## src/rtl/scpq_pkg.sv

```systemverilog
// Shared types and constants of the serial command parser and message queue.
// Holds the operation codes, message codes, command characters and the push request.
// No dependencies; every other file of the block but scpq_if.sv imports it.
package scpq_pkg;

	// Operation codes of the input channel.
	localparam logic [1:0] OP_BYTE  = 2'd0;
	localparam logic [1:0] OP_READ  = 2'd1;
	localparam logic [1:0] OP_CLEAR = 2'd2;

	// Message codes stored in the ring.
	localparam logic [3:0] MSG_ACK           = 4'd0;
	localparam logic [3:0] MSG_SENSOR_LIST   = 4'd1;
	localparam logic [3:0] MSG_SENSOR_WRITE  = 4'd2;
	localparam logic [3:0] MSG_SENSOR_ERASE  = 4'd3;
	localparam logic [3:0] MSG_CHANNEL_READ  = 4'd4;
	localparam logic [3:0] MSG_CHANNEL_SET   = 4'd5;
	localparam logic [3:0] MSG_MODE_SEARCH   = 4'd6;
	localparam logic [3:0] MSG_MODE_RECEIVE  = 4'd7;
	localparam logic [3:0] MSG_MODE_INVENT   = 4'd8;
	localparam logic [3:0] MSG_MODE_DEBUG    = 4'd9;
	localparam logic [3:0] MSG_TIMEOUT_READ  = 4'd10;
	localparam logic [3:0] MSG_TIMEOUT_SET   = 4'd11;

	// Command characters.
	localparam logic [7:0] CH_AT   = 8'h40;
	localparam logic [7:0] CH_BANG = 8'h21;
	localparam logic [7:0] CH_S    = 8'h53;
	localparam logic [7:0] CH_C    = 8'h43;
	localparam logic [7:0] CH_M    = 8'h4D;
	localparam logic [7:0] CH_T    = 8'h54;
	localparam logic [7:0] CH_W    = 8'h57;
	localparam logic [7:0] CH_E    = 8'h45;
	localparam logic [7:0] CH_L    = 8'h4C;
	localparam logic [7:0] CH_R    = 8'h52;
	localparam logic [7:0] CH_I    = 8'h49;
	localparam logic [7:0] CH_D    = 8'h44;

	// Argument bytes needed by the capturing commands.
	localparam logic [2:0] ARGS_LONG  = 3'd4;
	localparam logic [2:0] ARGS_SHORT = 3'd1;

	// Ring push request from the parser for one byte.
	typedef struct packed {
		logic       ack;   // push an acknowledge first
		logic       cmd;   // push a finished command
		logic [3:0] code;  // code of the finished command
	} push_req_t;

endpackage

```

## src/rtl/scpq_if.sv

```systemverilog
// Valid/ready channel interfaces of the serial command parser and message queue.
// scpq_cmd_if carries input items, scpq_msg_if carries result items.
// No dependencies.
interface scpq_cmd_if;
	logic       valid;
	logic       ready;
	logic [1:0] operation;
	logic [7:0] rx_byte;

	modport source (output valid, output operation, output rx_byte, input ready);
	modport sink (input valid, input operation, input rx_byte, output ready);
endinterface

interface scpq_msg_if;
	logic        valid;
	logic        ready;
	logic        radio_restart;
	logic        msg_valid;
	logic [3:0]  msg_code;
	logic [31:0] arg_value;
	logic        overflow;

	modport source (output valid, output radio_restart, output msg_valid, output msg_code,
		output arg_value, output overflow, input ready);
	modport sink (input valid, input radio_restart, input msg_valid, input msg_code,
		input arg_value, input overflow, output ready);
endinterface

```

## src/rtl/scpq_parser.sv

```systemverilog
// Two-letter command parser with argument capture.
// Depends on scpq_pkg for the characters, message codes and push request type.
module scpq_parser
	import scpq_pkg::*;
(
	input  logic        clk,
	input  logic        arst_n,
	input  logic        en,
	input  logic [7:0]  rx_byte,
	output push_req_t   push,
	output logic [31:0] arg_value
);

	typedef enum logic [3:0] {
		ST_IDLE,
		ST_SENSOR,
		ST_SENSOR_WRITE,
		ST_SENSOR_ERASE,
		ST_CHANNEL,
		ST_CHANNEL_SET,
		ST_MODE,
		ST_TIMEOUT,
		ST_TIMEOUT_SET
	} parse_state_t;

	parse_state_t state_q, state_d;
	logic [2:0]   count_q, count_d;
	logic [7:0]   store_q [4];
	logic         store_we;
	logic [2:0]   count_inc;
	logic [2:0]   need;
	logic [3:0]   cap_code;
	logic         capturing;
	push_req_t    push_d;

	assign count_inc = count_q + 3'd1;
	assign arg_value = {store_q[3], store_q[2], store_q[1], store_q[0]};

	always_comb begin
		state_d     = state_q;
		count_d     = count_q;
		store_we    = 1'b0;
		need        = ARGS_SHORT;
		cap_code    = MSG_CHANNEL_SET;
		capturing   = 1'b0;
		push_d.ack  = (rx_byte == CH_BANG);
		push_d.cmd  = 1'b0;
		push_d.code = MSG_ACK;
		case (state_q)
			ST_IDLE: begin
				if (rx_byte == CH_S) state_d = ST_SENSOR;
				else if (rx_byte == CH_C) state_d = ST_CHANNEL;
				else if (rx_byte == CH_M) state_d = ST_MODE;
				else if (rx_byte == CH_T) state_d = ST_TIMEOUT;
			end
			ST_SENSOR: begin
				state_d = ST_IDLE;
				if (rx_byte == CH_W) begin
					state_d = ST_SENSOR_WRITE;
					count_d = '0;
				end else if (rx_byte == CH_E) begin
					state_d = ST_SENSOR_ERASE;
					count_d = '0;
				end else if (rx_byte == CH_L) begin
					push_d.cmd  = 1'b1;
					push_d.code = MSG_SENSOR_LIST;
				end
			end
			ST_SENSOR_WRITE: begin
				capturing = 1'b1;
				need      = ARGS_LONG;
				cap_code  = MSG_SENSOR_WRITE;
			end
			ST_SENSOR_ERASE: begin
				capturing = 1'b1;
				need      = ARGS_LONG;
				cap_code  = MSG_SENSOR_ERASE;
			end
			ST_CHANNEL: begin
				state_d = ST_IDLE;
				if (rx_byte == CH_S) begin
					state_d = ST_CHANNEL_SET;
					count_d = '0;
				end else if (rx_byte == CH_R) begin
					push_d.cmd  = 1'b1;
					push_d.code = MSG_CHANNEL_READ;
				end
			end
			ST_CHANNEL_SET: begin
				capturing = 1'b1;
				cap_code  = MSG_CHANNEL_SET;
			end
			ST_MODE: begin
				state_d = ST_IDLE;
				if (rx_byte == CH_S) begin
					push_d.cmd  = 1'b1;
					push_d.code = MSG_MODE_SEARCH;
				end else if (rx_byte == CH_R) begin
					push_d.cmd  = 1'b1;
					push_d.code = MSG_MODE_RECEIVE;
				end else if (rx_byte == CH_I) begin
					push_d.cmd  = 1'b1;
					push_d.code = MSG_MODE_INVENT;
				end else if (rx_byte == CH_D) begin
					push_d.cmd  = 1'b1;
					push_d.code = MSG_MODE_DEBUG;
				end
			end
			ST_TIMEOUT: begin
				state_d = ST_IDLE;
				if (rx_byte == CH_S) begin
					state_d = ST_TIMEOUT_SET;
					count_d = '0;
				end else if (rx_byte == CH_R) begin
					push_d.cmd  = 1'b1;
					push_d.code = MSG_TIMEOUT_READ;
				end
			end
			ST_TIMEOUT_SET: begin
				capturing = 1'b1;
				cap_code  = MSG_TIMEOUT_SET;
			end
			default: begin
				state_d = ST_IDLE;
			end
		endcase

		// Argument capture: store the byte, and finish once enough bytes are in.
		if (capturing) begin
			store_we = 1'b1;
			count_d  = count_inc;
			if (count_inc >= need) begin
				state_d     = ST_IDLE;
				push_d.cmd  = 1'b1;
				push_d.code = cap_code;
			end
		end
	end

	assign push.ack  = en & push_d.ack;
	assign push.cmd  = en & push_d.cmd;
	assign push.code = push_d.code;

	always_ff @(posedge clk or negedge arst_n) begin
		if (!arst_n) begin
			state_q <= ST_IDLE;
			count_q <= '0;
			for (int i = 0; i < 4; i++) store_q[i] <= '0;
		end else if (en) begin
			state_q <= state_d;
			count_q <= count_d;
			if (store_we) store_q[count_q[1:0]] <= rx_byte;
		end
	end

endmodule

```

## src/rtl/serial_command_parser_queue_unit.sv

```systemverilog
// Serial command parser with a message queue held in a synchronous ring memory.
// Depends on scpq_pkg, the channel interfaces in scpq_if.sv and scpq_parser.
//
// Usage: every transfer on the cmd channel carries an operation. Operation 0 hands
// one received byte to the two-letter parser, operation 1 reads one queued message
// and operation 2 clears the queue. Every cmd transfer yields exactly one transfer
// on the msg channel, in order. A received '@' raises radio_restart in its result.
// The queue holds at most QUEUE_DEPTH-1 codes; a push into a full queue is dropped
// and the result of that transfer shows overflow.
// Each result passes the synchronous read of the ring memory and then the output
// register before it is offered.
// Throughput: one transfer per cycle while the receiver keeps up. A '!' byte
// that also completes a command pushes two codes; the ring has one write port,
// so the second write takes the next cycle, with cmd.ready low for that cycle.
// Reset clears the parser, the argument bytes, both ring indexes and the pipeline.
// The ring memory itself is not cleared; only written entries are ever read.
// When the receiver stalls, the output register holds its result and one further
// item is still accepted into the memory read stage; then cmd.ready drops.
module serial_command_parser_queue_unit
	import scpq_pkg::*;
#(
	parameter int QUEUE_DEPTH = 16
) (
	input logic         clk,
	input logic         arst_n,
	scpq_cmd_if.sink    cmd,
	scpq_msg_if.source  msg
);

	localparam int IW = $clog2(QUEUE_DEPTH);

	function automatic logic [IW-1:0] ring_next(input logic [IW-1:0] idx);
		ring_next = (idx == IW'(QUEUE_DEPTH - 1)) ? '0 : idx + 1'b1;
	endfunction

	// Ring memory, one write port and one registered read port.
	logic [3:0]    ring_mem [QUEUE_DEPTH];
	logic [3:0]    rd_q;
	logic          rd_en;
	logic          wr_en;
	logic [IW-1:0] wr_addr;
	logic [3:0]    wr_data;

	logic [IW-1:0] wr_idx_q, rd_idx_q;
	logic [IW-1:0] wr_idx1, wr_idx2;

	// Second write of a byte that pushed two codes.
	logic          pend_q;
	logic [IW-1:0] pend_addr_q;
	logic [3:0]    pend_code_q;

	logic        accept;
	logic        advance;
	logic        is_byte, is_read, is_clear;
	logic        full1, full2, ack_ok, cmd_ok, ovf;
	logic        not_empty;
	push_req_t   push;
	logic [31:0] arg_store;

	// Memory read stage.
	logic        valid_s1;
	logic        restart_s1;
	logic        msgv_s1;
	logic [31:0] arg_s1;
	logic        ovf_s1;

	// Output register.
	logic        out_valid_q;
	logic        restart_q;
	logic        msgv_q;
	logic [3:0]  code_q;
	logic [31:0] arg_q;
	logic        ovf_q;

	assign advance   = valid_s1 & (~out_valid_q | msg.ready);
	assign cmd.ready = ~pend_q & (~valid_s1 | advance);
	assign accept    = cmd.valid & cmd.ready;

	assign is_byte  = accept & (cmd.operation == OP_BYTE);
	assign is_read  = accept & (cmd.operation == OP_READ);
	assign is_clear = accept & (cmd.operation == OP_CLEAR);

	scpq_parser u_parser (
		.clk       (clk),
		.arst_n    (arst_n),
		.en        (is_byte),
		.rx_byte   (cmd.rx_byte),
		.push      (push),
		.arg_value (arg_store)
	);

	// The acknowledge goes in before the command; each checks for a full ring
	// against the write index left by the one before it.
	always_comb begin
		full1   = (ring_next(wr_idx_q) == rd_idx_q);
		ack_ok  = push.ack & ~full1;
		wr_idx1 = ack_ok ? ring_next(wr_idx_q) : wr_idx_q;
		full2   = (ring_next(wr_idx1) == rd_idx_q);
		cmd_ok  = push.cmd & ~full2;
		wr_idx2 = cmd_ok ? ring_next(wr_idx1) : wr_idx1;
		ovf     = (push.ack & full1) | (push.cmd & full2);
	end

	assign not_empty = (wr_idx_q != rd_idx_q);
	assign rd_en     = is_read & not_empty;

	always_comb begin
		wr_en   = 1'b0;
		wr_addr = wr_idx_q;
		wr_data = MSG_ACK;
		if (pend_q) begin
			wr_en   = 1'b1;
			wr_addr = pend_addr_q;
			wr_data = pend_code_q;
		end else if (ack_ok) begin
			wr_en   = 1'b1;
			wr_addr = wr_idx_q;
			wr_data = MSG_ACK;
		end else if (cmd_ok) begin
			wr_en   = 1'b1;
			wr_addr = wr_idx1;
			wr_data = push.code;
		end
	end

	always_ff @(posedge clk) begin
		if (wr_en) ring_mem[wr_addr] <= wr_data;
		if (rd_en) rd_q <= ring_mem[rd_idx_q];
	end

	// Ring indexes and the pending second write.
	always_ff @(posedge clk or negedge arst_n) begin
		if (!arst_n) begin
			wr_idx_q <= '0;
			rd_idx_q <= '0;
			pend_q   <= 1'b0;
		end else begin
			pend_q <= ack_ok & cmd_ok;
			if (is_clear) begin
				wr_idx_q <= '0;
				rd_idx_q <= '0;
			end else begin
				wr_idx_q <= wr_idx2;
				if (rd_en) rd_idx_q <= ring_next(rd_idx_q);
			end
		end
	end

	always_ff @(posedge clk) begin
		if (ack_ok & cmd_ok) begin
			pend_addr_q <= wr_idx1;
			pend_code_q <= push.code;
		end
	end

	// Memory read stage: the code arrives from the ring in the cycle after the read.
	always_ff @(posedge clk or negedge arst_n) begin
		if (!arst_n) begin
			valid_s1 <= 1'b0;
		end else if (accept) begin
			valid_s1 <= 1'b1;
		end else if (advance) begin
			valid_s1 <= 1'b0;
		end
	end

	always_ff @(posedge clk) begin
		if (accept) begin
			restart_s1 <= is_byte & (cmd.rx_byte == CH_AT);
			msgv_s1    <= rd_en;
			arg_s1     <= rd_en ? arg_store : '0;
			ovf_s1     <= is_byte & ovf;
		end
	end

	// Output register.
	always_ff @(posedge clk or negedge arst_n) begin
		if (!arst_n) begin
			out_valid_q <= 1'b0;
		end else if (advance) begin
			out_valid_q <= 1'b1;
		end else if (msg.ready) begin
			out_valid_q <= 1'b0;
		end
	end

	always_ff @(posedge clk) begin
		if (advance) begin
			restart_q <= restart_s1;
			msgv_q    <= msgv_s1;
			code_q    <= msgv_s1 ? rd_q : MSG_ACK;
			arg_q     <= arg_s1;
			ovf_q     <= ovf_s1;
		end
	end

	assign msg.valid         = out_valid_q;
	assign msg.radio_restart = restart_q;
	assign msg.msg_valid     = msgv_q;
	assign msg.msg_code      = code_q;
	assign msg.arg_value     = arg_q;
	assign msg.overflow      = ovf_q;

endmodule

```

## src/flat_wrapper.sv

```systemverilog
// flat-port wrapper written by rule: the top's interface ports become plain ports
module serial_command_parser_queue_unit_flat import scpq_pkg::*;
#(
	parameter int QUEUE_DEPTH = 16
)
  (clk, arst_n, cmd_valid, cmd_operation, cmd_rx_byte, cmd_ready, msg_valid, msg_radio_restart, msg_msg_valid, msg_msg_code, msg_arg_value, msg_overflow, msg_ready);
  scpq_cmd_if cmd_i ();
  scpq_msg_if msg_i ();
  input logic clk;
  input logic arst_n;
  input wire logic [$bits(cmd_i.valid)-1:0] cmd_valid;
  input wire logic [$bits(cmd_i.operation)-1:0] cmd_operation;
  input wire logic [$bits(cmd_i.rx_byte)-1:0] cmd_rx_byte;
  output wire logic [$bits(cmd_i.ready)-1:0] cmd_ready;
  output wire logic [$bits(msg_i.valid)-1:0] msg_valid;
  output wire logic [$bits(msg_i.radio_restart)-1:0] msg_radio_restart;
  output wire logic [$bits(msg_i.msg_valid)-1:0] msg_msg_valid;
  output wire logic [$bits(msg_i.msg_code)-1:0] msg_msg_code;
  output wire logic [$bits(msg_i.arg_value)-1:0] msg_arg_value;
  output wire logic [$bits(msg_i.overflow)-1:0] msg_overflow;
  input wire logic [$bits(msg_i.ready)-1:0] msg_ready;
  assign cmd_i.valid = cmd_valid;
  assign cmd_i.operation = cmd_operation;
  assign cmd_i.rx_byte = cmd_rx_byte;
  assign cmd_ready = cmd_i.ready;
  assign msg_valid = msg_i.valid;
  assign msg_radio_restart = msg_i.radio_restart;
  assign msg_msg_valid = msg_i.msg_valid;
  assign msg_msg_code = msg_i.msg_code;
  assign msg_arg_value = msg_i.arg_value;
  assign msg_overflow = msg_i.overflow;
  assign msg_i.ready = msg_ready;
  serial_command_parser_queue_unit #(.QUEUE_DEPTH(QUEUE_DEPTH)) u_core (.clk(clk), .arst_n(arst_n), .cmd(cmd_i), .msg(msg_i));
endmodule
```

## config.mk

```make
export PLATFORM = sky130hd
export DESIGN_NAME = serial_command_parser_queue_unit_flat
export DESIGN_NICKNAME = d
export VERILOG_FILES = /design/src/rtl/scpq_pkg.sv /design/src/rtl/scpq_if.sv /design/src/rtl/scpq_parser.sv /design/src/rtl/serial_command_parser_queue_unit.sv /design/src/flat_wrapper.sv
export SDC_FILE = /design/constraint.sdc
export NUM_CORES = 1
export LEC_CHECK = 0
export BUFFER_PORTS_ARGS = -buffer_cell sky130_fd_sc_hd__buf_2
export CORE_MARGIN = 1.5
export CORE_UTILIZATION = 50
export DETAILED_ROUTE_END_ITERATION = 6
export PLACE_DENSITY = 0.73
export SYNTH_ARGS = -nofsm -noshare
export SYNTH_HDL_FRONTEND = slang
export SYNTH_HIERARCHICAL = 1
export SYNTH_SLANG_ARGS = --single-unit
```

## constraint.sdc

```tcl
create_clock -name clk -period 12.4 [get_ports clk]
set_input_delay 1.24 -clock clk [delete_from_list [all_inputs] [get_ports clk]]
set_output_delay 1.24 -clock clk [all_outputs]
set_load 0.1 [all_outputs]
```

==> flow_metrics.py, run 1 <==
metrics = {
    "placement": {
        "gp_congestion": 0.892,
        "placed_cells": 880,
        "port_buffers": 54,
        "post-dp-hpwl_mm": 11.9,
        "pre_cts_ws_ps": 5750,
    },
    "synthesis": {
        "synth_top_area_cell": "edfxtp_1",
        "synth_area_leaders": "edfxtp_1 50%, dfrtp_1 14%, mux4_2 5.0%, mux2_2 3.8%, and2_1 2.7%",
        "syn_inst": 623,
        "synth-async-reset-ratio_pct": 25.0,
        "avgSynthCellArea_um2": 14.6,
        "synth_top_area_share_pct": 49.6,
        "netlist_area_um2": 9070,
        "synth_cell_types": 80,
        "syn_nets": 646,
        "yosys_warnings": 6,
        "ys_ff_latch": 200,
        "synth_ff_type": "edfxtp_1",
        "yosysSeqAreaShare_pct": 63.4,
        "synth_edf_count": 150,
    },
    "cts": {
        "cts_tree": "yes",
        "path_clk_slew_ps": 70,
        "htreeDepth": 4,
        "cts_resized": 0,
        "cts_max_path_buffers": 2,
        "post-cts-setup-buffer-count": 0,
        "clockRootBuffer": "clkbuf_16",
        "insertion_delay_ps": 430,
        "cts_hold_buf": 0,
        "cts_num_sinks": 200,
        "cts-buffers-inserted": 17,
    },
    "cells_and_area": {
        "antennaDiodeCount": 0,
        "area_growth_pct": 11.2,
        "final_cells": 912,
        "layout-drive-gt1-share_pct": 25.3,
        "fill_cells": 1371,
        "final_nets": 693,
    },
    "power": {
        "leakagePower_nw": 3.75,
        "peakVddDrop_mv": 0.110,
        "power.density_nw_per_um2": 183,
    },
    "critical_path": {
        "arrival_ps": 5920,
        "endpoint": "u_core/ring_mem[5][3]",
        "critPathBufInv": 1,
        "timing.rr.start": "u_core/pend_q",
        "crit_path_max_incr_delay_ps": 780,
        "worstPathRequired_ps": 12500,
        "cp_cell_sequence": "buf_2 -> nor2b_1 -> a21oi_1 -> nand2_1 -> nor3_1 -> nand2_1 -> nor3_1 -> and3_1 -> o21ai_1 -> mux2_2 -> ha_1 -> o31ai_2 -> a211oi_1 -> o21ai_2 -> nand4_1 -> o21ai_1",
        "path_class": "in -> reg",
        "cpMaxStageDelayCell": "nor3_1",
        "path_delay_family": "compound AO/OA/AOI/OAI gates",
        "crit_path_start": "msg_ready",
        "cp_num_cells": 16,
        "rr_endpoint": "u_core/ring_mem[5][3]",
        "end_kind": "flop",
        "path_max_fanout": 16,
        "crit_path_start_kind": "input port",
        "r2r_slack_ps": 6810,
        "ff2ff_path_depth": 14,
    },
    "outcome": {
        "outcome": "finished clean",
    },
    "sta": {
        "max_freq_mhz": 172,
        "fin_crit_ps": 5820,
        "slew_headroom_pct": 27.6,
        "worstMarginPinSlew_ps": 1090,
        "setup_slack_ps": 6580,
        "slew_viol_final": 0,
        "report.final.hold_viol_count": 0,
        "grt_setup_unrepaired": "false",
        "holdWs_ps": 422,
        "fin_worst_skew_ps": 13.0,
        "setup_violations": 0,
        "fin_tns_setup_ps": 0,
        "timing.final.crit_share_pct": 46.9,
    },
    "routing": {
        "drt_iter0_markers": 407,
        "routedWlPerCell_um": 19.5,
        "dr_total_vias": 5386,
        "ant_nets": 0,
        "postRouteWirelength_mm": 17.8,
        "drtPass1Iterations": 5,
        "drc": 0,
        "via_per_inst": 5.91,
    },
    "floorplan": {
        "initial_core_util_pct": 50.7,
        "die_h_um": 138,
        "die_x_um": 138,
        "core_um2": 17900,
        "rows": 49,
        "pin_count": 55,
        "dieArea_um2": 19000,
    },
    "grt": {
        "grt-ovfl-total": 0,
        "grt_max_degree": 51,
        "grt_usage_pct": 20.1,
        "grt_pass1_vias": 5351,
        "grt_pass1_wl_mm": 28.1,
        "antenna_found_initial": 0,
    },
    "min_path": {
        "hp-class": "reg -> reg",
    },
    "run": {
        "maxCapViolCount": 0,
    },
}
-- where the power goes --
group | switching (mW) | internal, mW | total [mW]
Clock | 0.254 | 0.267 | 0.520
Combinational | 0.305 | 0.165 | 0.470
Sequential | 0.0635 | 0.795 | 0.858
-- cell type report --
type	count	area, µm²	area share [%]
repair buffers	60	315	3.12
multi-input cells	375	3100	30.8
inverters	16	65.1	0.645
clock inverters	14	136	1.35
clock buffers	18	429	4.25
flip-flops and latches	200	5760	57.0
well taps	229	287	2.84
-- sequential cells by signal, indices dropped and copies added, names as in the netlist --
signal,count
u_core/ring_mem,64
u_core/arg_s1,32
u_core/msg.arg_value,32
u_core/u_parser/arg_value,32
u_core/msg.msg_code,4
u_core/pend_addr_q,4
u_core/pend_code_q,4
u_core/rd_idx_q,4
u_core/rd_q,4
u_core/u_parser/state_q,4
u_core/wr_idx_q,4
u_core/u_parser/count_q,3
u_core/msg.msg_valid,1
u_core/msg.overflow,1
u_core/msg.radio_restart,1
u_core/msg.valid,1
u_core/msgv_s1,1
u_core/ovf_s1,1
u_core/pend_q,1
u_core/restart_s1,1
u_core/valid_s1,1
-- cells by family (layout without fill, tap and decap cells) --
| kind of cell | Yosys count | in the layout | share of synthesized area, % |
|---|---|---|---|
| AND/OR/NAND/NOR | 189 | 189 | 12.8 |
| XOR/XNOR | 17 | 17 | 2.08 |
| AO/OA/AOI/OAI | 102 | 102 | 8.32 |
| buffers and inverters | 48 | 108 | 2.45 |
| flip-flops | 200 | 200 | 63.4 |
| multiplexers | 58 | 58 | 9.63 |
| adder cells (fa/ha/maj) | 9 | 9 | 1.24 |
-- through the flow --
step	area, µm²	utilization, %	total power, mW
final	10100	56.4	1.85
after global routing	10100	56.4	1.94
after detailed placement	9530	53.2	1.34
after CTS	10100	56.4	1.86
after global placement	9530	53.2	1.32
after floorplan	9070	-	1.25
-- how the worst min path moves through the flow --
stage | from | to | depth (start not counted)
after floorplan | u_core/arg_s1[0] | u_core/msg.arg_value[0] | 0
after global placement | u_core/arg_s1[11] | u_core/msg.arg_value[11] | 0
after detailed placement | u_core/arg_s1[6] | u_core/msg.arg_value[6] | 0
after CTS | u_core/arg_s1[12] | u_core/msg.arg_value[12] | 0
after global routing | u_core/arg_s1[8] | u_core/msg.arg_value[8] | 0
final | u_core/arg_s1[25] | u_core/msg.arg_value[25] | 0
-- Yosys cell counts, types with 3 or more instances --
master / count
nand2b_1: 5
nand2_4: 4
a21oi_1: 18
o2bb2ai_1: 3
and2_1: 39
o31ai_1: 3
nor3b_1: 4
a31oi_1: 7
nor2_1: 20
buf_6: 3
ha_1: 9
mux2_2: 31
nor3_1: 15
edfxtp_1: 150
nor4b_1: 4
a211oi_1: 3
xnor2_1: 6
dfrtp_1: 50
nand4_1: 8
nand3_1: 6
a22o_1: 19
o22ai_1: 5
and3b_1: 4
o21ai_2: 3
o21ai_0: 14
nor4_1: 7
mux2i_1: 4
nand2_1: 39
nor2b_1: 4
xor2_1: 8
clkbuf_1: 18
o311ai_0: 3
buf_2: 9
mux2_1: 3
mux4_2: 20
o32ai_1: 3
and3_1: 7
inv_1: 13
-- per-layer routing --
metal	wire, µm	vias to the layer above	track usage, %
met2	8870	194	32.9
met3	1050	38	3.83
li1	-	2488	-
met1	7330	2666	25.9
met5	0	-	0
met4	529	0	9.66
-- layout by cell type (no fill, tap or decap), types with 7 or more instances in the layout --
cell / n
o21ai_0: 11
edfxtp_1: 150
nand4_1: 8
nor4_1: 7
and2_1: 39
nand2_1: 39
a22o_1: 19
buf_2: 54
mux4_2: 20
nor3_1: 15
ha_1: 9
dfrtp_1: 50
xor2_1: 8
nor2_1: 20
a21oi_1: 18
inv_1: 13
mux2_2: 31
clkbuf_16: 17
a31oi_1: 7
and3_1: 7
Power figures use the tool's default switching activity.
==> run 2, diff against run 1 <==
--- a/config.mk
+++ b/config.mk
@@ -9,7 +9,7 @@
 export CORE_MARGIN = 1.5
 export CORE_UTILIZATION = 50
 export DETAILED_ROUTE_END_ITERATION = 6
-export PLACE_DENSITY = 0.73
+export PLACE_DENSITY = 0.75
 export SYNTH_ARGS = -nofsm -noshare
 export SYNTH_HDL_FRONTEND = slang
 export SYNTH_HIERARCHICAL = 1
==> constraint.sdc (replaced) <==
create_clock -name clk -period 4.89 [get_ports clk]
set_input_delay 0.489 -clock clk [delete_from_list [all_inputs] [get_ports clk]]
set_output_delay 0.489 -clock clk [all_outputs]
set_load 0.1 [all_outputs]
==> flow_metrics.py, run 2 (same netlist as run 1, synthesis figures left out) <==
metrics = {
    "outcome": {
        "outcome": "finished clean",
    },
    "grt": {
        "grt_pass1_vias": 5499,
        "grt_pass1_wl_mm": 29.2,
        "grt_usage_pct": 20.8,
        "antenna_found_initial": 0,
        "grt_max_degree": 51,
        "grt-ovfl-total": 0,
    },
    "critical_path": {
        "crit_path_max_incr_delay_ps": 490,
        "path_max_fanout": 9,
        "crit_path_start_kind": "flop",
        "cp_cell_sequence": "nor2b_1 -> a21oi_4 -> nand2_1 -> nor3_4 -> nand2_1 -> nor3_1 -> and3_1 -> nand2_1 -> o31ai_1 -> ha_1 -> xnor2_2 -> xnor2_4 -> nor4_1 -> mux2i_1 -> nor3b_4 -> a22o_1",
        "cpMaxStageDelayCell": "o31ai_1",
        "cp_common_cell": "nand2_1",
        "end_kind": "flop",
        "arrival_ps": 4550,
        "path_class": "reg -> reg",
        "r2r_slack_ps": 470,
        "worstPathRequired_ps": 5020,
    },
    "routing": {
        "drt_iter0_markers": 453,
        "dr_total_vias": 5489,
        "drtPass1Iterations": 7,
        "routedWlPerCell_um": 20.0,
        "postRouteWirelength_mm": 18.4,
        "ant_nets": 0,
        "via_per_inst": 5.95,
        "drc": 0,
    },
    "sta": {
        "slew_headroom_pct": 27.1,
        "worstMarginPinSlew_ps": 1090,
        "setup_violations": 0,
        "fin_tns_setup_ps": 0,
        "timing.final.crit_share_pct": 90.4,
        "max_freq_mhz": 226,
        "holdWs_ps": 148,
        "setup_slack_ps": 468,
        "fin_worst_skew_ps": 13.7,
        "grt_setup_unrepaired": "false",
        "slew_viol_final": 0,
        "fin_crit_ps": 4420,
        "report.final.hold_viol_count": 0,
    },
    "cells_and_area": {
        "final_cell_mix": "150 x edfxtp_1, 54 x buf_2, 49 x dfrtp_1",
        "top_register": "u_core/ring_mem",
        "layout_commonest_cell": "edfxtp_1",
        "antennaDiodeCount": 0,
        "postLayoutCoreUtil_pct": 57.2,
        "design_area_um2": 10200,
        "layout-drive-gt1-share_pct": 27.7,
        "area_growth_pct": 12.9,
        "largest_register_ffs": 64,
        "final_nets": 703,
        "final_cells": 922,
    },
    "run": {
        "maxCapViolCount": 0,
    },
    "cts": {
        "insertion_delay_ps": 430,
        "clockRootBuffer": "clkbuf_16",
        "cts_resized": 0,
        "cts_num_sinks": 200,
        "cts-buffers-inserted": 17,
        "post-cts-setup-buffer-count": 0,
        "cts_max_path_buffers": 2,
        "path_clk_slew_ps": 80,
        "htreeDepth": 4,
        "cts_hold_buf": 0,
        "cts_tree": "yes",
    },
    "placement": {
        "pre_cts_ws_ps": 470,
        "port_buffers": 54,
        "placed_cells": 890,
        "gp_congestion": 0.904,
        "dpl_cell_area_um2": 9650,
        "post-dp-hpwl_mm": 12.5,
    },
    "floorplan": {
        "initial_core_util_pct": 50.7,
        "dieArea_um2": 19000,
        "pin_count": 55,
        "die_x_um": 138,
        "core_um2": 17900,
        "rows": 49,
        "die_h_um": 138,
    },
    "power": {
        "power.density_nw_per_um2": 468,
        "power_mw": 4.79,
        "leakagePower_nw": 3.83,
        "peakVddDrop_mv": 0.278,
    },
    "min_path": {
        "hp-class": "in -> async",
    },
}
==> run 2: cell count changes in the layout (fill, tap and decap cells not counted), moves of 2 or more <==
cell / previous run / this run
nor3_1: 15 / 13
o21ai_2: 3 / 7
buf_4: 6 / 16
inv_8: 4 / 2
o21ai_1: 5 / 2
==> run 2: worst max-delay path, delay by kind of cell (launching register included) <==
kind | cells | cell delay (ps)
AO/OA/AOI/OAI | 3 | 940
XOR/XNOR | 2 | 350
adder cells (fa/ha/maj) | 1 | 410
flip-flops | 1 | 400
multiplexers | 1 | 180
AND/OR/NAND/NOR | 9 | 1820
==> run 2: final timing paths <==
kind	startpoint	depth (start not counted)	end
hold reg to reg	u_core/arg_s1[3]	0	u_core/msg.arg_value[3]
setup / recovery	u_core/msg.valid	16	u_core/ring_mem[6][1]
min in group clk	msg_ready	3	u_core/msg.valid
max in group asynchronous	arst_n	2	u_core/msg.valid
hold / removal	arst_n	2	u_core/u_parser/state_q[0]
setup reg to reg	u_core/msg.valid	16	u_core/ring_mem[6][1]
==> run 2: final cells by class <==
| cell class | instances | area [µm²] |
|---|---|---|
| clock buffers | 18 | 429 |
| clock inverters | 14 | 164 |
| fillers | 1352 | 7660 |
| inverters | 16 | 65.1 |
| multi-input cells | 375 | 3150 |
| flip-flops and latches | 200 | 5760 |
| well taps | 229 | 287 |
| repair buffers | 70 | 390 |
==> run 2: power breakdown <==
| part | internal [mW] | switching, mW | leakage, nW | total, mW |
|---|---|---|---|---|
| logic | 0.440 | 0.850 | 1.55 | 1.29 |
| registers | 2.02 | 0.117 | 2.00 | 2.13 |
| clock network | 0.726 | 0.641 | 0.281 | 1.37 |
| total | 3.18 | 1.61 | 3.83 | 4.79 |
==> run 2: layer usage <==
metal	part of all wire, %	global-route usage (%)
met1	43	27.2
met2	49	34.6
met3	6.1	4.27
met4	1.6	7.18
met5	0	0
